**config.mk**
```make
export PLATFORM = sky130hd
export DESIGN_NAME = h264_rtp_nal_depacketizer_unit
export DESIGN_NICKNAME = d
export VERILOG_FILES = /design/src/rtl/h264dp_pkg.sv /design/src/rtl/h264dp_core.sv /design/src/rtl/h264dp_out_stage.sv /design/src/rtl/h264_rtp_nal_depacketizer_unit.sv
export SDC_FILE = /design/constraint.sdc
export NUM_CORES = 1
export LEC_CHECK = 0
export BUFFER_PORTS_ARGS = -buffer_cell sky130_fd_sc_hd__clkbuf_2
export CAP_MARGIN = 20
export CORE_ASPECT_RATIO = 1.5
export CORE_MARGIN = 4
export CORE_UTILIZATION = 55
export CTS_BUF_LIST = sky130_fd_sc_hd__clkbuf_4 sky130_fd_sc_hd__clkbuf_8 sky130_fd_sc_hd__clkbuf_16
export DETAILED_ROUTE_END_ITERATION = 8
export GPL_TIMING_DRIVEN = 0
export HOLD_SLACK_MARGIN = 0.1
export MAX_ROUTING_LAYER = met4
export PLACE_DENSITY = 0.73
export REMOVE_ABC_BUFFERS = 1
export SLEW_MARGIN = 20
export SYNTH_ARGS = -nofsm -noshare
export SYNTH_HDL_FRONTEND = slang
export SYNTH_HIERARCHICAL = 1
export SYNTH_SLANG_ARGS = --single-unit
```
**constraint.sdc**
```tcl
create_clock -name aclk -period 10.7 [get_ports aclk]
set_input_delay 2.14 -clock aclk [delete_from_list [all_inputs] [get_ports aclk]]
set_output_delay 2.14 -clock aclk [all_outputs]
set_load 0.01 [all_outputs]
```
**src/rtl/h264dp_pkg.sv**
```systemverilog
// Types and constants of the H.264 RTP NAL depacketizer.
// Used by the parse core, the output stage and the top level.
package h264dp_pkg;

    localparam logic [6:0] EXP_TYPE_RESET = 7'd96;

    localparam logic [7:0] NAL_TYPE_MASK  = 8'h1f;
    localparam logic [7:0] NAL_F_BIT      = 8'h80;
    localparam logic [7:0] FU_E_BIT       = 8'h40;
    localparam logic [7:0] FU_R_BIT       = 8'h20;
    localparam logic [7:0] NAL_NRI_MASK   = 8'he0;
    localparam logic [4:0] TYPE_SINGLE_MAX = 5'd23;
    localparam logic [4:0] TYPE_STAP_A    = 5'd24;
    localparam logic [4:0] TYPE_FU_A      = 5'd28;

    localparam logic [1:0] KIND_SINGLE = 2'd0;
    localparam logic [1:0] KIND_STAP_A = 2'd1;
    localparam logic [1:0] KIND_FU_A   = 2'd2;
    localparam logic [1:0] KIND_REJECT = 2'd3;

    localparam logic [1:0] PH_LEN_HIGH  = 2'd0;
    localparam logic [1:0] PH_LEN_LOW   = 2'd1;
    localparam logic [1:0] PH_UNIT_HEAD = 2'd2;
    localparam logic [1:0] PH_UNIT_DATA = 2'd3;

    localparam logic [1:0] ST_OK          = 2'd0;
    localparam logic [1:0] ST_INVALID     = 2'd1;
    localparam logic [1:0] ST_UNSUPPORTED = 2'd2;

    typedef struct packed {
        logic        cmd;
        logic [6:0]  packet_type;
        logic [31:0] rtp_timestamp;
        logic        rtp_marker;
        logic [7:0]  payload_byte;
        logic        byte_present;
        logic        first_of_packet;
        logic        last_of_packet;
    } item_t;

    typedef struct packed {
        logic [7:0]  nal_byte;
        logic        nal_byte_valid;
        logic        nal_first;
        logic        nal_last;
        logic        packet_end;
        logic [1:0]  status;
        logic        fragment_discarded;
        logic [31:0] out_timestamp;
        logic        out_marker;
    } result_t;

    function automatic logic [1:0] merge_err(input logic [1:0] cur, input logic [1:0] code);
        merge_err = (cur == ST_OK) ? code : cur;
    endfunction

    function automatic logic nal_header_ok(input logic [7:0] h);
        logic [4:0] t;
        t = h[4:0];
        nal_header_ok = ((h & NAL_F_BIT) == 8'h00) && (t >= 5'd1) && (t <= TYPE_SINGLE_MAX);
    endfunction

endpackage

```
**src/rtl/h264dp_core.sv**
```systemverilog
// Parse core: packet and fragment state registers plus the per-byte decode
// of single NAL, STAP-A and FU-A payloads. Depends on h264dp_pkg.
module h264dp_core
    import h264dp_pkg::*;
(
    input  logic       aclk,
    input  logic       aresetn,
    input  logic       accept,
    input  item_t      item,
    input  logic [6:0] exp_type,
    output logic       res_valid,
    output result_t    res
);

    logic        frag_active_reg, frag_active_next;
    logic [7:0]  frag_header_reg, frag_header_next;
    logic [31:0] frag_ts_reg, frag_ts_next;
    logic [15:0] byte_pos_reg, byte_pos_next;
    logic [1:0]  kind_reg, kind_next;
    logic [7:0]  first_byte_reg, first_byte_next;
    logic [1:0]  phase_reg, phase_next;
    logic [15:0] agg_rem_reg, agg_rem_next;
    logic [7:0]  len_high_reg, len_high_next;
    logic [1:0]  fu_flags_reg, fu_flags_next;
    logic [1:0]  err_reg, err_next;

    logic [7:0]  b;
    logic [4:0]  t;
    logic [7:0]  nalh;
    logic [15:0] len;
    logic        fu_s;
    logic        fu_e;

    always_comb begin
        frag_active_next = frag_active_reg;
        frag_header_next = frag_header_reg;
        frag_ts_next     = frag_ts_reg;
        byte_pos_next    = byte_pos_reg;
        kind_next        = kind_reg;
        first_byte_next  = first_byte_reg;
        phase_next       = phase_reg;
        agg_rem_next     = agg_rem_reg;
        len_high_next    = len_high_reg;
        fu_flags_next    = fu_flags_reg;
        err_next         = err_reg;
        res_valid        = 1'b0;
        res              = '0;
        b                = item.payload_byte;
        t                = item.payload_byte[4:0];
        nalh             = (first_byte_reg & NAL_NRI_MASK) | {3'b000, t};
        len              = {len_high_reg, item.payload_byte};
        fu_s             = 1'b0;
        fu_e             = 1'b0;

        if (accept && item.cmd) begin
            frag_active_next = 1'b0;
            frag_header_next = 8'h00;
            frag_ts_next     = 32'h0;
        end else if (accept) begin
            if (item.first_of_packet) begin
                byte_pos_next   = 16'h0;
                kind_next       = KIND_SINGLE;
                first_byte_next = 8'h00;
                phase_next      = PH_LEN_HIGH;
                agg_rem_next    = 16'h0;
                len_high_next   = 8'h00;
                fu_flags_next   = 2'b00;
                err_next        = ST_OK;
            end
            if (item.byte_present) begin
                if (byte_pos_next == 16'h0) begin
                    first_byte_next = b;
                    if (item.packet_type != exp_type || (b & NAL_F_BIT) != 8'h00) begin
                        err_next = merge_err(err_next, ST_INVALID);
                    end else if (t >= 5'd1 && t <= TYPE_SINGLE_MAX) begin
                        if (frag_active_reg) begin
                            err_next = merge_err(err_next, ST_INVALID);
                        end else begin
                            kind_next          = KIND_SINGLE;
                            res.nal_byte       = b;
                            res.nal_byte_valid = 1'b1;
                            res.nal_first      = 1'b1;
                            res.nal_last       = item.last_of_packet;
                        end
                    end else if (t == TYPE_STAP_A) begin
                        if (frag_active_reg) begin
                            err_next = merge_err(err_next, ST_INVALID);
                        end else begin
                            kind_next  = KIND_STAP_A;
                            phase_next = PH_LEN_HIGH;
                        end
                    end else if (t == TYPE_FU_A) begin
                        kind_next = KIND_FU_A;
                    end else begin
                        err_next = merge_err(err_next, ST_UNSUPPORTED);
                    end
                    if (err_next != ST_OK) begin
                        kind_next = KIND_REJECT;
                    end
                end else if (err_next == ST_OK) begin
                    case (kind_next)
                        KIND_SINGLE: begin
                            res.nal_byte       = b;
                            res.nal_byte_valid = 1'b1;
                            res.nal_last       = item.last_of_packet;
                        end
                        KIND_STAP_A: begin
                            if (phase_next == PH_LEN_HIGH) begin
                                len_high_next = b;
                                phase_next    = PH_LEN_LOW;
                            end else if (phase_next == PH_LEN_LOW) begin
                                if (len == 16'h0) begin
                                    err_next = merge_err(err_next, ST_INVALID);
                                end else begin
                                    agg_rem_next = len;
                                    phase_next   = PH_UNIT_HEAD;
                                end
                            end else if (phase_next == PH_UNIT_HEAD && !nal_header_ok(b)) begin
                                err_next = merge_err(err_next, ST_INVALID);
                            end else begin
                                res.nal_byte       = b;
                                res.nal_byte_valid = 1'b1;
                                res.nal_first      = (phase_next == PH_UNIT_HEAD);
                                agg_rem_next       = agg_rem_next - 16'd1;
                                if (agg_rem_next == 16'h0) begin
                                    res.nal_last = 1'b1;
                                    phase_next   = PH_LEN_HIGH;
                                end else begin
                                    phase_next = PH_UNIT_DATA;
                                end
                            end
                        end
                        KIND_FU_A: begin
                            if (byte_pos_next == 16'd1) begin
                                fu_flags_next   = {(b & FU_E_BIT) != 8'h00, b[7]};
                                first_byte_next = nalh;
                                if ((b & FU_R_BIT) != 8'h00 || (b[7] && (b & FU_E_BIT) != 8'h00)
                                        || t == 5'd0 || t > TYPE_SINGLE_MAX) begin
                                    err_next = merge_err(err_next, ST_INVALID);
                                end else if (b[7]) begin
                                    if (frag_active_reg) begin
                                        err_next = merge_err(err_next, ST_INVALID);
                                    end else begin
                                        res.nal_byte       = nalh;
                                        res.nal_byte_valid = 1'b1;
                                        res.nal_first      = 1'b1;
                                    end
                                end else if (frag_active_reg) begin
                                    if (item.rtp_timestamp != frag_ts_reg
                                            || nalh != frag_header_reg) begin
                                        err_next = merge_err(err_next, ST_INVALID);
                                    end
                                end
                            end else if (fu_flags_next[0] || frag_active_reg) begin
                                res.nal_byte       = b;
                                res.nal_byte_valid = 1'b1;
                                res.nal_last       = item.last_of_packet && fu_flags_next[1];
                            end
                        end
                        default: begin
                        end
                    endcase
                end
                if (byte_pos_next != 16'hffff) begin
                    byte_pos_next = byte_pos_next + 16'd1;
                end
            end

            if (item.last_of_packet) begin
                if (!item.byte_present) begin
                    err_next = merge_err(err_next, ST_INVALID);
                end
                fu_s = fu_flags_next[0];
                fu_e = fu_flags_next[1];
                if (err_next == ST_OK && kind_next == KIND_STAP_A) begin
                    if (byte_pos_next == 16'd1 || phase_next != PH_LEN_HIGH) begin
                        err_next = merge_err(err_next, ST_INVALID);
                    end
                end else if (err_next == ST_OK && kind_next == KIND_FU_A) begin
                    if (byte_pos_next < 16'd3) begin
                        err_next = merge_err(err_next, ST_INVALID);
                    end else if (fu_s) begin
                        frag_active_next = 1'b1;
                        frag_header_next = first_byte_next;
                        frag_ts_next     = item.rtp_timestamp;
                        if (item.rtp_marker && !fu_e) begin
                            err_next = merge_err(err_next, ST_INVALID);
                        end
                    end else if (!frag_active_reg) begin
                        res.fragment_discarded = 1'b1;
                    end else if (item.rtp_marker && !fu_e) begin
                        err_next = merge_err(err_next, ST_INVALID);
                    end else if (fu_e) begin
                        frag_active_next = 1'b0;
                        frag_header_next = 8'h00;
                        frag_ts_next     = 32'h0;
                    end
                end
                res.status      = err_next;
                byte_pos_next   = 16'h0;
                kind_next       = KIND_SINGLE;
                first_byte_next = 8'h00;
                phase_next      = PH_LEN_HIGH;
                agg_rem_next    = 16'h0;
                len_high_next   = 8'h00;
                fu_flags_next   = 2'b00;
                err_next        = ST_OK;
            end

            if (!res.nal_byte_valid) begin
                res.nal_byte  = 8'h00;
                res.nal_first = 1'b0;
                res.nal_last  = 1'b0;
            end
            res.packet_end    = item.last_of_packet;
            res.out_timestamp = item.rtp_timestamp;
            res.out_marker    = item.rtp_marker;
            res_valid         = 1'b1;
        end
    end

    always_ff @(posedge aclk) begin
        if (!aresetn) begin
            frag_active_reg <= 1'b0;
            frag_header_reg <= 8'h00;
            frag_ts_reg     <= 32'h0;
            byte_pos_reg    <= 16'h0;
            kind_reg        <= KIND_SINGLE;
            first_byte_reg  <= 8'h00;
            phase_reg       <= PH_LEN_HIGH;
            agg_rem_reg     <= 16'h0;
            len_high_reg    <= 8'h00;
            fu_flags_reg    <= 2'b00;
            err_reg         <= ST_OK;
        end else begin
            frag_active_reg <= frag_active_next;
            frag_header_reg <= frag_header_next;
            frag_ts_reg     <= frag_ts_next;
            byte_pos_reg    <= byte_pos_next;
            kind_reg        <= kind_next;
            first_byte_reg  <= first_byte_next;
            phase_reg       <= phase_next;
            agg_rem_reg     <= agg_rem_next;
            len_high_reg    <= len_high_next;
            fu_flags_reg    <= fu_flags_next;
            err_reg         <= err_next;
        end
    end

endmodule

```
**src/rtl/h264dp_out_stage.sv**
```systemverilog
// Result register of the depacketizer: holds one result until the
// downstream side takes it. Depends on h264dp_pkg.
module h264dp_out_stage
    import h264dp_pkg::*;
(
    input  logic    aclk,
    input  logic    aresetn,
    input  logic    load,
    input  result_t res_in,
    input  logic    m_tready,
    output logic    m_tvalid,
    output result_t res_out,
    output logic    in_ready
);

    logic    valid_reg, valid_next;
    result_t data_reg;

    assign in_ready = !valid_reg || m_tready;
    assign m_tvalid = valid_reg;
    assign res_out  = data_reg;

    always_comb begin
        valid_next = valid_reg;
        if (load) begin
            valid_next = 1'b1;
        end else if (m_tready) begin
            valid_next = 1'b0;
        end
    end

    always_ff @(posedge aclk) begin
        if (!aresetn) begin
            valid_reg <= 1'b0;
        end else begin
            valid_reg <= valid_next;
        end
    end

    always_ff @(posedge aclk) begin
        if (load) begin
            data_reg <= res_in;
        end
    end

endmodule

```
**src/rtl/h264_rtp_nal_depacketizer_unit.sv**
```systemverilog
// Top level of the H.264 RTP NAL depacketizer (single NAL, STAP-A, FU-A).
// Instantiates h264dp_core and h264dp_out_stage; depends on h264dp_pkg.
//
//  channel | ports                        | carries
//  --------+------------------------------+---------------------------------
//  input   | s_tvalid s_tready s_tdata .. | one payload byte or a command
//  result  | m_tvalid m_tready m_tdata .. | one NAL byte slot plus status
//  config  | cfg_we cfg_wdata             | expected RTP payload type
//
// One request per clock while not stalled: the decode of a byte sits between the state
// registers and the result register, so results appear in the cycle after accept.
// A discontinuity request updates fragment state and yields no result.
// Input is stalled only while the result register is full and not taken.
// Synchronous active-low reset clears all state but the result data register; payload type resets to 96.
module h264_rtp_nal_depacketizer_unit
    import h264dp_pkg::*;
(
    input  logic        aclk,
    input  logic        aresetn,
    input  logic        cfg_we,
    input  logic [6:0]  cfg_wdata,
    input  logic        s_tvalid,
    output logic        s_tready,
    // packet_type[6:0], rtp_timestamp[38:7], rtp_marker[39],
    // payload_byte[47:40], first_of_packet[48], zero fill[55:49]
    input  logic [55:0] s_tdata,
    // cmd[0], byte_present[1]
    input  logic [1:0]  s_tuser,
    input  logic        s_tlast,
    output logic        m_tvalid,
    input  logic        m_tready,
    // nal_byte[7:0], nal_byte_valid[8], nal_first[9], nal_last[10],
    // out_timestamp[42:11], out_marker[43], zero fill[47:44]
    output logic [47:0] m_tdata,
    // status[1:0], fragment_discarded[2]
    output logic [2:0]  m_tuser,
    output logic        m_tlast
);

    logic [6:0] exp_type_reg;
    item_t      item;
    logic       accept;
    logic       res_valid;
    result_t    res;
    result_t    res_q;

    always_ff @(posedge aclk) begin
        if (!aresetn) begin
            exp_type_reg <= EXP_TYPE_RESET;
        end else if (cfg_we) begin
            exp_type_reg <= cfg_wdata;
        end
    end

    always_comb begin
        item.cmd             = s_tuser[0];
        item.packet_type     = s_tdata[6:0];
        item.rtp_timestamp   = s_tdata[38:7];
        item.rtp_marker      = s_tdata[39];
        item.payload_byte    = s_tdata[47:40];
        item.byte_present    = s_tuser[1];
        item.first_of_packet = s_tdata[48];
        item.last_of_packet  = s_tlast;
    end

    assign accept = s_tvalid && s_tready;

    h264dp_core u_core (
        .aclk      (aclk),
        .aresetn   (aresetn),
        .accept    (accept),
        .item      (item),
        .exp_type  (exp_type_reg),
        .res_valid (res_valid),
        .res       (res)
    );

    h264dp_out_stage u_out (
        .aclk     (aclk),
        .aresetn  (aresetn),
        .load     (res_valid),
        .res_in   (res),
        .m_tready (m_tready),
        .m_tvalid (m_tvalid),
        .res_out  (res_q),
        .in_ready (s_tready)
    );

    assign m_tdata = {4'b0000, res_q.out_marker, res_q.out_timestamp, res_q.nal_last,
                      res_q.nal_first, res_q.nal_byte_valid, res_q.nal_byte};
    assign m_tuser = {res_q.fragment_discarded, res_q.status};
    assign m_tlast = res_q.packet_end;

endmodule

```
Word level (Yosys, flattened, before mapping)
Cells that the tools add are included.

Add/sub/neg operators: 2. Order comparisons: 4. Equal/unequal tests: 15. Muxes and demuxes: 163. Bitwise operators: 9. Reductions and logical operators: 45.

Operators by type and width (count): $mux W16 (20); $mux W2 (88); $mux W8 (18); $mux W32 (4); $mux W11 (11); $logic_not A16 Y1 (3); $eq A16 B1 Y1 const B (2); $ne A32 B32 Y1 (1); $mux W10 (3); $pmux W9 S3 (1); $mux W9 (2); $add A16 B1 Y16 const B (1); $lt A16 B2 Y1 const B (1); $ne A16 B16 Y1 const B (1); $sub A16 B1 Y16 const B (1); $mux W1 (13); $logic_and A1 B1 Y1 (11); $eq A5 B5 Y1 const B (2); $logic_not A2 Y1 (5); $reduce_bool A2 Y1 (5); $logic_not A8 Y1 (1); $logic_or A1 B1 Y1 (8); $ne A8 B8 Y1 (1); $not A1 Y1 (8); other kinds (19) (27).

Bits in registers: 153. Bits of input ports: 71. Output and inout port bits: 54. Word-level logic and storage cells: 260.

Longest topological paths before layout
Gate-level depths: netlist (run 1).

Word-level depth: 33. Mapped depth: 15. Gate-level depth less buffers: 12.

Cells and area by module
The synthesis (run 1) kept the hierarchy.

By module, submodules not included: h264dp_core (instances 1, cells an instance 908, area each 7086.8 um^2, sequential area each 1941.9 um^2); h264dp_out_stage (instances 1, cells an instance 52, area each 1490.2 um^2, sequential area each 1461.4 um^2); h264_rtp_nal_depacketizer_unit (instances 1, cells an instance 28, area each 300.3 um^2, sequential area each 140.1 um^2).

Worst setup path after synthesis (run 1)
No wires, ideal clock.

Path type: input to register. Start point: input s_tdata[48]. End point: register u_core.frag_ts_reg[12]. Library setup time: 117 ps. Data arrival time: 5458 ps. Required time: 10583 ps. Slack: 5125 ps. Cell stages on the path: 15. Path buffers: 3. Cells stage by stage: buf_2 inv_2 clkbuf_1 nand2_1 inv_1 ha_1 and4_1 nand4_4 or4_1 mux2i_1 or4b_4 o311ai_4 nor3_2 buf_6 a22o_1.

Longest elaborated chain between the ends: 27. Elaborated cells on any way between the ends: 97.

Ends and longest elaborated chain: from (decl) (RTL line h264_rtp_nal_depacketizer_unit.sv:26) `input logic [55:0] s_tdata,`; $mux W2 (RTL line h264dp_core.sv:60) `if (item.first_of_packet) begin`; $mux W2 (RTL line h264dp_core.sv:59) `end else if (accept) begin`; $mux W2 (RTL line h264dp_core.sv:55) `if (accept && item.cmd) begin`; $logic_not A2 Y1 (RTL line h264dp_pkg.sv:54, h264dp_core.sv:100); $mux W2 (RTL line h264dp_pkg.sv:54) `merge_err = (cur == ST_OK) ? code : cur;`; $mux W2, on equally long branches; $mux W2 (RTL line h264dp_core.sv:85) `end else if (t == TYPE_STAP_A) begin`; $mux W2 (RTL line h264dp_core.sv:75) `end else if (t >= 5'd1 && t <= TYPE_SINGLE_MAX) begin`; [11 not listed]; $mux W2 (RTL line h264dp_core.sv:170) `if (!item.byte_present) begin`; $mux W2 (RTL line h264dp_core.sv:169) `if (item.last_of_packet) begin`; $mux W2 (RTL line h264dp_core.sv:59); $mux W2 (RTL line h264dp_core.sv:55); $logic_not A2 Y1 (RTL line h264dp_core.sv:175, h264dp_core.sv:179); $logic_and A1 B1 Y1 (RTL line h264dp_core.sv:175) `if (err_next == ST_OK && kind_next == KIND_STAP_A) begin`; $not A1 Y1 (no source line); $reduce_and A8 Y1 (no source line); to (signal assigned) (RTL line h264dp_core.sv:238) `frag_ts_reg <= frag_ts_next;`; to (decl) (RTL line h264dp_core.sv:17) `logic [31:0] frag_ts_reg, frag_ts_next;`.

Parallel ways exist; a longest one is shown, timed or not. The select of a mux whose other input is x is not followed. A chain may end at the register's enable or synchronous reset.

Worst setup path in the final report (run 1)
Start point: input s_tdata[48]. End point: register u_core.frag_header_reg[7].

Longest elaborated chain between the ends: 27. Elaborated cells on any way between the ends: 103.

Ends and longest elaborated chain: $mux W2 (RTL line h264dp_core.sv:60); $mux W2 (RTL line h264dp_core.sv:59); $mux W2 (RTL line h264dp_core.sv:55); $logic_not A2 Y1 (RTL line h264dp_pkg.sv:54, h264dp_core.sv:100); $mux W2 (RTL line h264dp_pkg.sv:54); $mux W2, on equally long branches; $mux W2 (RTL line h264dp_core.sv:85); $mux W2 (RTL line h264dp_core.sv:75); [11 not listed]; $mux W2 (RTL line h264dp_core.sv:170); $mux W2 (RTL line h264dp_core.sv:169); $mux W2 (RTL line h264dp_core.sv:59); $mux W2 (RTL line h264dp_core.sv:55); $logic_not A2 Y1 (RTL line h264dp_core.sv:175, h264dp_core.sv:179); $logic_and A1 B1 Y1 (RTL line h264dp_core.sv:175); $not A1 Y1 (no source line); $reduce_and A8 Y1 (no source line); to (signal assigned) (RTL line h264dp_core.sv:237) `frag_header_reg <= frag_header_next;`; to (decl) (RTL line h264dp_core.sv:16) `logic [7:0] frag_header_reg, frag_header_next;`.

Parallel ways exist; a longest one is shown, timed or not. The select of a mux whose other input is x is not followed.

==> summary.md, run 1 <==
| Metric | Value |
|---|---|
| HP Class | reg2reg |
| Worst-skew pair later-pin latency | 0.43 ns |
| Relative slew slack | 30.4% |
| Max incr delay on CP | 0.77 ns |
| Power Internal | 1.01 mW |
| Via density | 6.26 |
| XOR/XNOR Fraction of Synth Area | 5.23% |
| Vias | 7948 |
| # H-tree levels | 4 |
| Area of the core | 15800 sq um |
| Share of cells above drive strength 1 | 17.2% |
| Sequential area share after synthesis | 39.9% |
| Clock sink total | 153 |
| Comb pwr share | 8.2% |
| Worst-Margin Slew | 1.04 ns |
| Worst-path clk slew | 0.07 ns |
| Hold_buf cts | 0 |
| Static leakage | 3.85 nW |
| Clock Tree Buf Depth | 2 |
| Row cnt | 56 |
| Met2 Use GR | 45.0% |
| DR iter-0 viols | 708 |
| Worst setup EP type | flip-flop |
| DP HPWL | 16.3 mm |
| Die width | 112 microns |
| Sw Share | 25.8% |
| Maximum vdd drop | 0.0916 mV |
| Largest net degree at the start of global routing | 79 |
| Post-synth top area cell | dfxtp_1 |
| Worst path slowest cell | o31a_2 |
| Starting Density | 56.3% |
| Post-cts resize count | 0 |
| Mux cell area share after synthesis | 1.59% |
| Yosys top cell area share | 23.7% |
| Largest register FFs | 48 |
| DRT Pass-1 Iters | 5 |
| Maximum Capacitance Violations | 0 |
| Overall die area | 18300 sq um |
| TNS Setup | 0 ns |
| Pwr Density | 134 nW/um^2 |
| DRC | 0 |
| Post-Synthesis Cells | 988 |
| Compound-gate portion of the synthesized area | 21.1% |
| Post-synth cell types | 89 |
| Sequential share of power | 45.2% |
| GRT met3 Usage | 4.52% |
| Vias in the first global route | 7746 |
| Post-CTS Setup Inserts | 0 |
| Layout area overhead | 13.8% |
| CP Class | in2reg |
| Startpoint Class | input pin |
| Busiest grt layer | met2 |
| I/O Buffers | 113 |
| Critical path required time | 11.06 ns |
| Fin. max-slew vios | 0 |
| Ys flop type | dfxtp_1 |
| Clock share of power | 46.6% |
| N_diodes | 0 |
| RSZ-0062 raised after global routing | false |
| Simple-gate share of the synthesized area | 25.9% |
| Skew final | 0.0141 ns |
| Adder-Cell Fraction of Synth Area | 1.27% |
| Top cells by area, synth | dfxtp_1, edfxtp_1, nor2b_1, a22o_1, xnor2_1 |
| Hold Slack | 0.482 ns |
| Critical path fanouts, max | 56 |
| Net Switching | 0.350 mW |
| Root Driver | clkbuf_16 |
| Commonest cells after routing, fill and taps aside | clkbuf_2, dfxtp_1, nand2_1 |
| Synthesized area | 8880 sq um |
| RePlAce Congestion | 0.931 |
| Final setup fails | 0 |
| CP cell instances | buf_2 -> inv_2 -> nand2_1 -> inv_1 -> ha_1 -> and4_1 -> nand4_4 -> or4_1 -> mux2i_1 -> or4b_4 -> o311ai_4 -> o31a_2 -> a22o_1 |
| Crit path time final | 6.86 ns |
| Overflow after GRT | 0 |
| Final hold vios | 0 |
| Boundary pin count | 125 |
| Remaining antenna violation count | 0 |
| Warnings from Yosys | 6 |
| Die height | 164 microns |
| Commonest non-fill, non-tap cell in the layout | clkbuf_2 |
| CP Data Arrival Time | 7.22 ns |
| Drt total wl | 23.8 mm |
| Initial antenna violation count | 0 |
| Final worst path period share | 64.1% |
| Cts bufs inserted | 17 |
| CTS tree | yes |
| First-pass GRT wire length | 38.8 mm |
| #FFs+latches synth | 153 |
| GRT Total Usage | 26.7% |
| Top delay family on crit path | simple AND/OR/NAND/NOR gates |
| Mapped Avg Cell Area | 8.99 sq um |
| FMAX | 0.146 GHz |
| M1 GR Usage | 30.3% |
| Fin nets | 1134 |
| Synth async-reset ratio | 0% |
| Buffer and inverter count on the worst path | 3 |
| EDFF count, synth | 48 |
| Largest family of logic cells by synthesized area | simple AND/OR/NAND/NOR gates |
| Per-cell routed wire length | 18.8 microns |
| Status | finished, final reports clean |
[kinds of logic (layout without fill, tap and decap cells)]
group                    Yosys count  after routing
adder cells (fa/ha/maj)            9              9
AO/OA/AOI/OAI                    263            263
buffers and inverters             93            169
flip-flops                       153            153
AND/OR/NAND/NOR                  402            402
multiplexers                      14             14
other                              1              4
XOR/XNOR                          53             53
[routing by layer]
layer,vias to the layer above,share of wire [%]
li1,3795,-
met1,3740,40
met2,337,50
met3,76,5.7
met4,0,4.0
met5,-,0
[path summary, 6_finish.rpt]
path / startpoint / slack [ns] / cells after the start / endpoint
setup / recovery: s_tdata[48] / 3.84 / 13 / u_core/frag_header_reg[7]
hold / removal: u_core/frag_ts_reg[12] / 0.48 / 1 / u_core/frag_ts_reg[12]
setup reg to reg: u_core/byte_pos_reg[0] / 6.18 / 10 / u_core/frag_header_reg[7]
hold reg to reg: u_core/frag_ts_reg[12] / 0.48 / 1 / u_core/frag_ts_reg[12]
[metrics by stage]
stage,power [mW],cell area [sq um],util [%],worst slack [ns],instances
final,1.36,10100,64.1,3.84,1270
after global routing,1.41,10100,64.1,3.58,1270
after CTS,1.37,10100,64.1,3.60,1270
after detailed placement,0.738,9490,60.2,3.22,1238
after global placement,0.733,9330,59.2,1.65,1232
after floorplan,0.681,8510,-,4.30,916
[final cells by class]
cell class                      instances  area [sq um]
Fill cell                            1367          5660
Sequential cell                       153          3540
Tap cell                              203           254
Clock buffer                           18           433
Clock inverter                         14           184
Inverter                               18          70.1
Multi-Input combinational cell        745          4930
Timing Repair Buffer                  119           691
[Yosys cell counts, drive strengths merged, types with 3 or more instances]
cell / count
dfxtp: 105
nand2: 77
nor2b: 58
a21oi: 52
and2: 51
edfxtp: 48
nor2: 47
o21ai: 46
a22o: 40
clkbuf: 40
xnor2: 38
nor3: 36
buf: 35
a22oi: 28
nor4: 27
nand4: 22
nand3: 20
inv: 17
nand2b: 17
a21boi: 15
xor2: 15
mux2i: 13
or4: 11
ha: 9
a211oi: 8
o211ai: 8
o21a: 8
o22ai: 7
or3: 7
a31oi: 6
and3: 5
and4: 5
a211o: 4
a31o: 4
a2111oi: 3
a21o: 3
a221oi: 3
a2bb2oi: 3
a41o: 3
and4b: 3
o2111ai: 3
o311ai: 3
or2: 3
[worst reg2reg max path: stages, from the launching register on]
cell and delay (ns):
dfxtp_1 0.45, nor2b_1 0.40, ha_1 0.36, and4_1 0.36
nand4_4 0.15, or4_1 0.50, mux2i_1 0.19, or4b_4 0.61
o311ai_4 0.38, o31a_2 0.77, a22o_1 0.29
[power by group through the flow]
stage	combinational, mW	clock [mW]	sequential, mW
2_1_floorplan	0.0502	0	0.631
3_3_place_gp	0.105	0	0.627
3_5_place_dp	0.111	0	0.627
4_1_cts	0.112	0.642	0.614
5_1_grt	0.121	0.670	0.614
6_report	0.112	0.632	0.613
Note: power is estimated with default switching activity, not from simulation.
==> inputs of run 2 (changes only) <==
ABC_AREA = 1   (was not set)
CORE_UTILIZATION = 53   (was 55)
clock period = 5.7 ns   (was 10.7 ns; I/O delays follow)
==> run 2 against run 1 <==
Compared with the run above: flip-flop and latch count stayed put; largest power group is now sequential cells; highest routed layer unchanged; synthesized cell count is 50% higher; setup slack worse by 3.4 ns; synthesized area is 8.1% higher; non-clock buffer count is 1 lower; sequential power is 89% higher; sequential share of layout area is 2.6 points lower.
==> summary.md, run 2 <==
| Metric | Value |
|---|---|
| Clock sink total | 153 (unchanged) |
| Initial antenna violation count | 0 (unchanged) |
| CP Class | in2reg (unchanged) |
| Remaining antenna violation count | 0 (unchanged) |
| Starting Density | 53.7% (was 56.3%) |
| Fill count | 1726 (was 1367) |
| Post-Synthesis Cells | 1485 (was 988) |
| N_diodes | 0 (unchanged) |
| Largest register FFs | 48 (unchanged) |
| Overflow after GRT | 0 (unchanged) |
| RePlAce Congestion | 0.944 (was 0.931) |
| Crit path time final | 5.24 ns |
| Vias | 9751 (was 7948) |
| Static leakage | 4.63 nW (was 3.85 nW) |
| Top post-synthesis cells by count | nand2_1, nor2_1, inv_1, dfxtp_1, nand3_1 (was dfxtp_1, nand2_1, nor2b_1, a21oi_1, and2_1) |
| Sw Share | 28.0% (was 25.8%) |
| Mapped Avg Cell Area | 6.46 sq um (was 8.99 sq um) |
| First-pass GRT wire length | 43.0 mm (was 38.8 mm) |
| #FFs+latches synth | 153 (unchanged) |
| I/O Buffers | 113 (unchanged) |
| GRT Total Usage | 26.0% (was 26.7%) |
| FMAX | 0.191 GHz |
| Top cells by area, synth | dfxtp_1, nand2_1, edfxtp_1, nor2_1, inv_1 (was dfxtp_1, edfxtp_1, nor2b_1, a22o_1, xnor2_1) |
| Net Switching | 0.705 mW (was 0.350 mW) |
| Clock Tree Buf Depth | 2 (unchanged) |
| Worst-skew pair later-pin latency | 0.43 ns (about the same) |
| Commonest cells after routing, fill and taps aside | nand2_1, nor2_1, inv_1 (was clkbuf_2, dfxtp_1, nand2_1) |
| Worst slack at placement | -0.789 ns (was 3.22 ns) |
| CTS tree | yes (unchanged) |
| DP HPWL | 18.3 mm (was 16.3 mm) |
| Most common cell in the synthesized netlist | nand2_1 (was dfxtp_1) |
| Max incr delay on CP | 0.51 ns (was 0.77 ns) |
| Met2 Use GR | 48.2% (was 45.0%) |
| Final Util | 61.1% (was 64.1%) |
| Comb pwr share | 10.6% (was 8.2%) |
| DR iter-0 viols | 744 (was 708) |
| Relative slew slack | 30.1% (was 30.4%) |
| Most used cell, CP | nand2_1 |
| M1 GR Usage | 28.2% (was 30.3%) |
| Warnings from Yosys | 6 (unchanged) |
| Worst setup EP type | flip-flop (unchanged) |
| Overall die area | 20400 sq um (was 18300 sq um) |
| Layout area overhead | 13.7% (was 13.8%) |
| # H-tree levels | 4 (unchanged) |
| Worst-path clk slew | 0.07 ns (about the same) |
| Maximum Capacitance Violations | 0 (unchanged) |
| Share of cells above drive strength 1 | 12.9% (was 17.2%) |
| Per-cell routed wire length | 14.7 microns (was 18.8 microns) |
| Largest net degree at the start of global routing | 64 (was 79) |
| Die width | 118 microns (was 112 microns) |
| Synth async-reset ratio | 0% (unchanged) |
| Die height | 173 microns (was 164 microns) |
| Critical path required time | 6.02 ns (was 11.06 ns) |
| Area of the core | 17900 sq um (was 15800 sq um) |
| Root Driver | clkbuf_16 (unchanged) |
| Clock share of power | 43.5% (was 46.6%) |
| EDFF count, synth | 48 (unchanged) |
| Startpoint Class | input pin (unchanged) |
| Worst path slowest cell | nor2_4 (was o31a_2) |
| Final hold vios | 0 (unchanged) |
| Pwr Density | 231 nW/um^2 (was 134 nW/um^2) |
| Busiest grt layer | met2 (unchanged) |
| Cts bufs inserted | 17 (unchanged) |
| DRT Pass-1 Iters | 6 (was 5) |
| Synthesized area | 9600 sq um (was 8880 sq um) |
| GRT met3 Usage | 3.93% (was 4.52%) |
| Post-synth cell types | 46 (was 89) |
| Sequential area share after synthesis | 36.9% (was 39.9%) |
| Fin. max-slew vios | 0 (unchanged) |
| Vias in the first global route | 9234 (was 7746) |
| Boundary pin count | 125 (unchanged) |
| CP Data Arrival Time | 5.57 ns (was 7.22 ns) |
| CP cell instances | clkbuf_2 -> inv_6 -> nand2_1 -> inv_1 -> ha_1 -> nand2_1 -> nor2_4 -> inv_1 -> nor2_2 -> nand3b_2 -> nand3_1 -> o21ai_0 -> nand4_1 -> nor2_1 -> nand3_2 -> nand2_1 -> inv_2 -> nand3_4 -> nor2_4 -> nand2_1 -> nand2_1 -> nor2_1 (was buf_2 -> inv_2 -> nand2_1 -> inv_1 -> ha_1 -> and4_1 -> nand4_4 -> or4_1 -> mux2i_1 -> or4b_4 -> o311ai_4 -> o31a_2 -> a22o_1) |
| Final worst path period share | 92.0% |
| Fin nets | 1648 (was 1134) |
| Via density | 5.42 (was 6.26) |
| Power Internal | 1.81 mW (was 1.01 mW) |
| Fin worst setup slack | 0.455 ns (was 3.84 ns) |
| Drt total wl | 26.4 mm (was 23.8 mm) |
| Worst-Margin Slew | 1.05 ns (was 1.04 ns) |
| RSZ-0062 raised after global routing | false (unchanged) |
| Final setup fails | 0 (unchanged) |
| Yosys top cell area share | 21.9% (was 23.7%) |
| Internal reg-to-reg setup slack | 1.72 ns (was 6.18 ns) |
| HP Class | reg2reg (unchanged) |
| Ys flop type | dfxtp_1 (unchanged) |
| Commonest non-fill, non-tap cell in the layout | nand2_1 (was clkbuf_2) |
| Status | finished, final reports clean (unchanged) |
| Critical path fanouts, max | 49 (was 56) |
| Row cnt | 60 (was 56) |
| Post-synth top area cell | dfxtp_1 (unchanged) |
| DRC | 0 (unchanged) |
| Hold_buf cts | 0 (unchanged) |
| Maximum vdd drop | 0.157 mV (was 0.0916 mV) |
| Skew final | 0.0145 ns (was 0.0141 ns) |
| Sequential share of power | 46.0% (was 45.2%) |
run 2: what timing repair did:
action,CTS,global route
gates cloned,1,2
gates resized for setup,2,4
pin swaps,1,2
setup endpoints to repair,40,40
buffers inserted,0,0
run 2: metrics by stage:
stage	power [mW]	area, sq um	instances	hold WS (ns)	TNS [ns]
finish	2.52	10900	1798	0.464	0
detailed placement	1.44	10300	1763	0.456	-30.01
global placement	1.43	10100	1758	0.451	-516.23
floorplan	1.33	9300	1428	0.442	-114.60
CTS	2.53	10900	1796	0.466	0
global route	2.61	10900	1798	0.479	0
run 2: routing by layer:
metal / vias up / part of all wire, %
li1: 4888 / -
met1: 4528 / 40
met2: 285 / 53
met3: 50 / 4.9
met4: 0 / 2.2
met5: - / 0
run 2: logic make-up after synthesis:
group	Yosys count	share of synthesized area, %
buffers and inverters	254	10.8
AOI/OAI and AO/OA	218	13.0
DFF	153	36.9
other	1	0.0391
xor gates and xnor gates	28	2.63
and+or+nand+nor	822	35.5
adders and majority gates	9	1.17
run 2: final timing paths:
path                          startpoint  cells past startpoint                      to
setup / recovery             s_tdata[48]                     22  u_core/frag_ts_reg[27]
setup reg to reg  u_core/byte_pos_reg[0]                     20  u_core/frag_ts_reg[27]
hold / removal     u_core/agg_rem_reg[0]                      2   u_core/agg_rem_reg[0]
hold reg to reg    u_core/agg_rem_reg[0]                      2   u_core/agg_rem_reg[0]
run 2: critical path, delay by kind of cell:
family	cells	cell delay, ns
simple gates	15	2.79
buf+inv	5	1.17
fa+ha+maj	1	0.27
compound gates	1	0.14
run 2: area by class of cell:
class                      count  area, sq um  share of cell area, %
tap                          217          272                   2.49
inverter                     194          737                   6.76
clock buffer                  18          433                   3.97
sequential                   153         3540                   32.5
clock inverter                14          138                   1.26
timing repair buffer         118          696                   6.38
multi-input combinational   1084         5090                   46.7
run 2: power groups by stage:
stage	registers, mW	logic [mW]	clock network [mW]
after global placement	1.18	0.247	0
final	1.16	0.266	1.09
after CTS	1.16	0.264	1.11
after global routing	1.16	0.295	1.15
after floorplan	1.19	0.137	0
after detailed placement	1.18	0.262	0
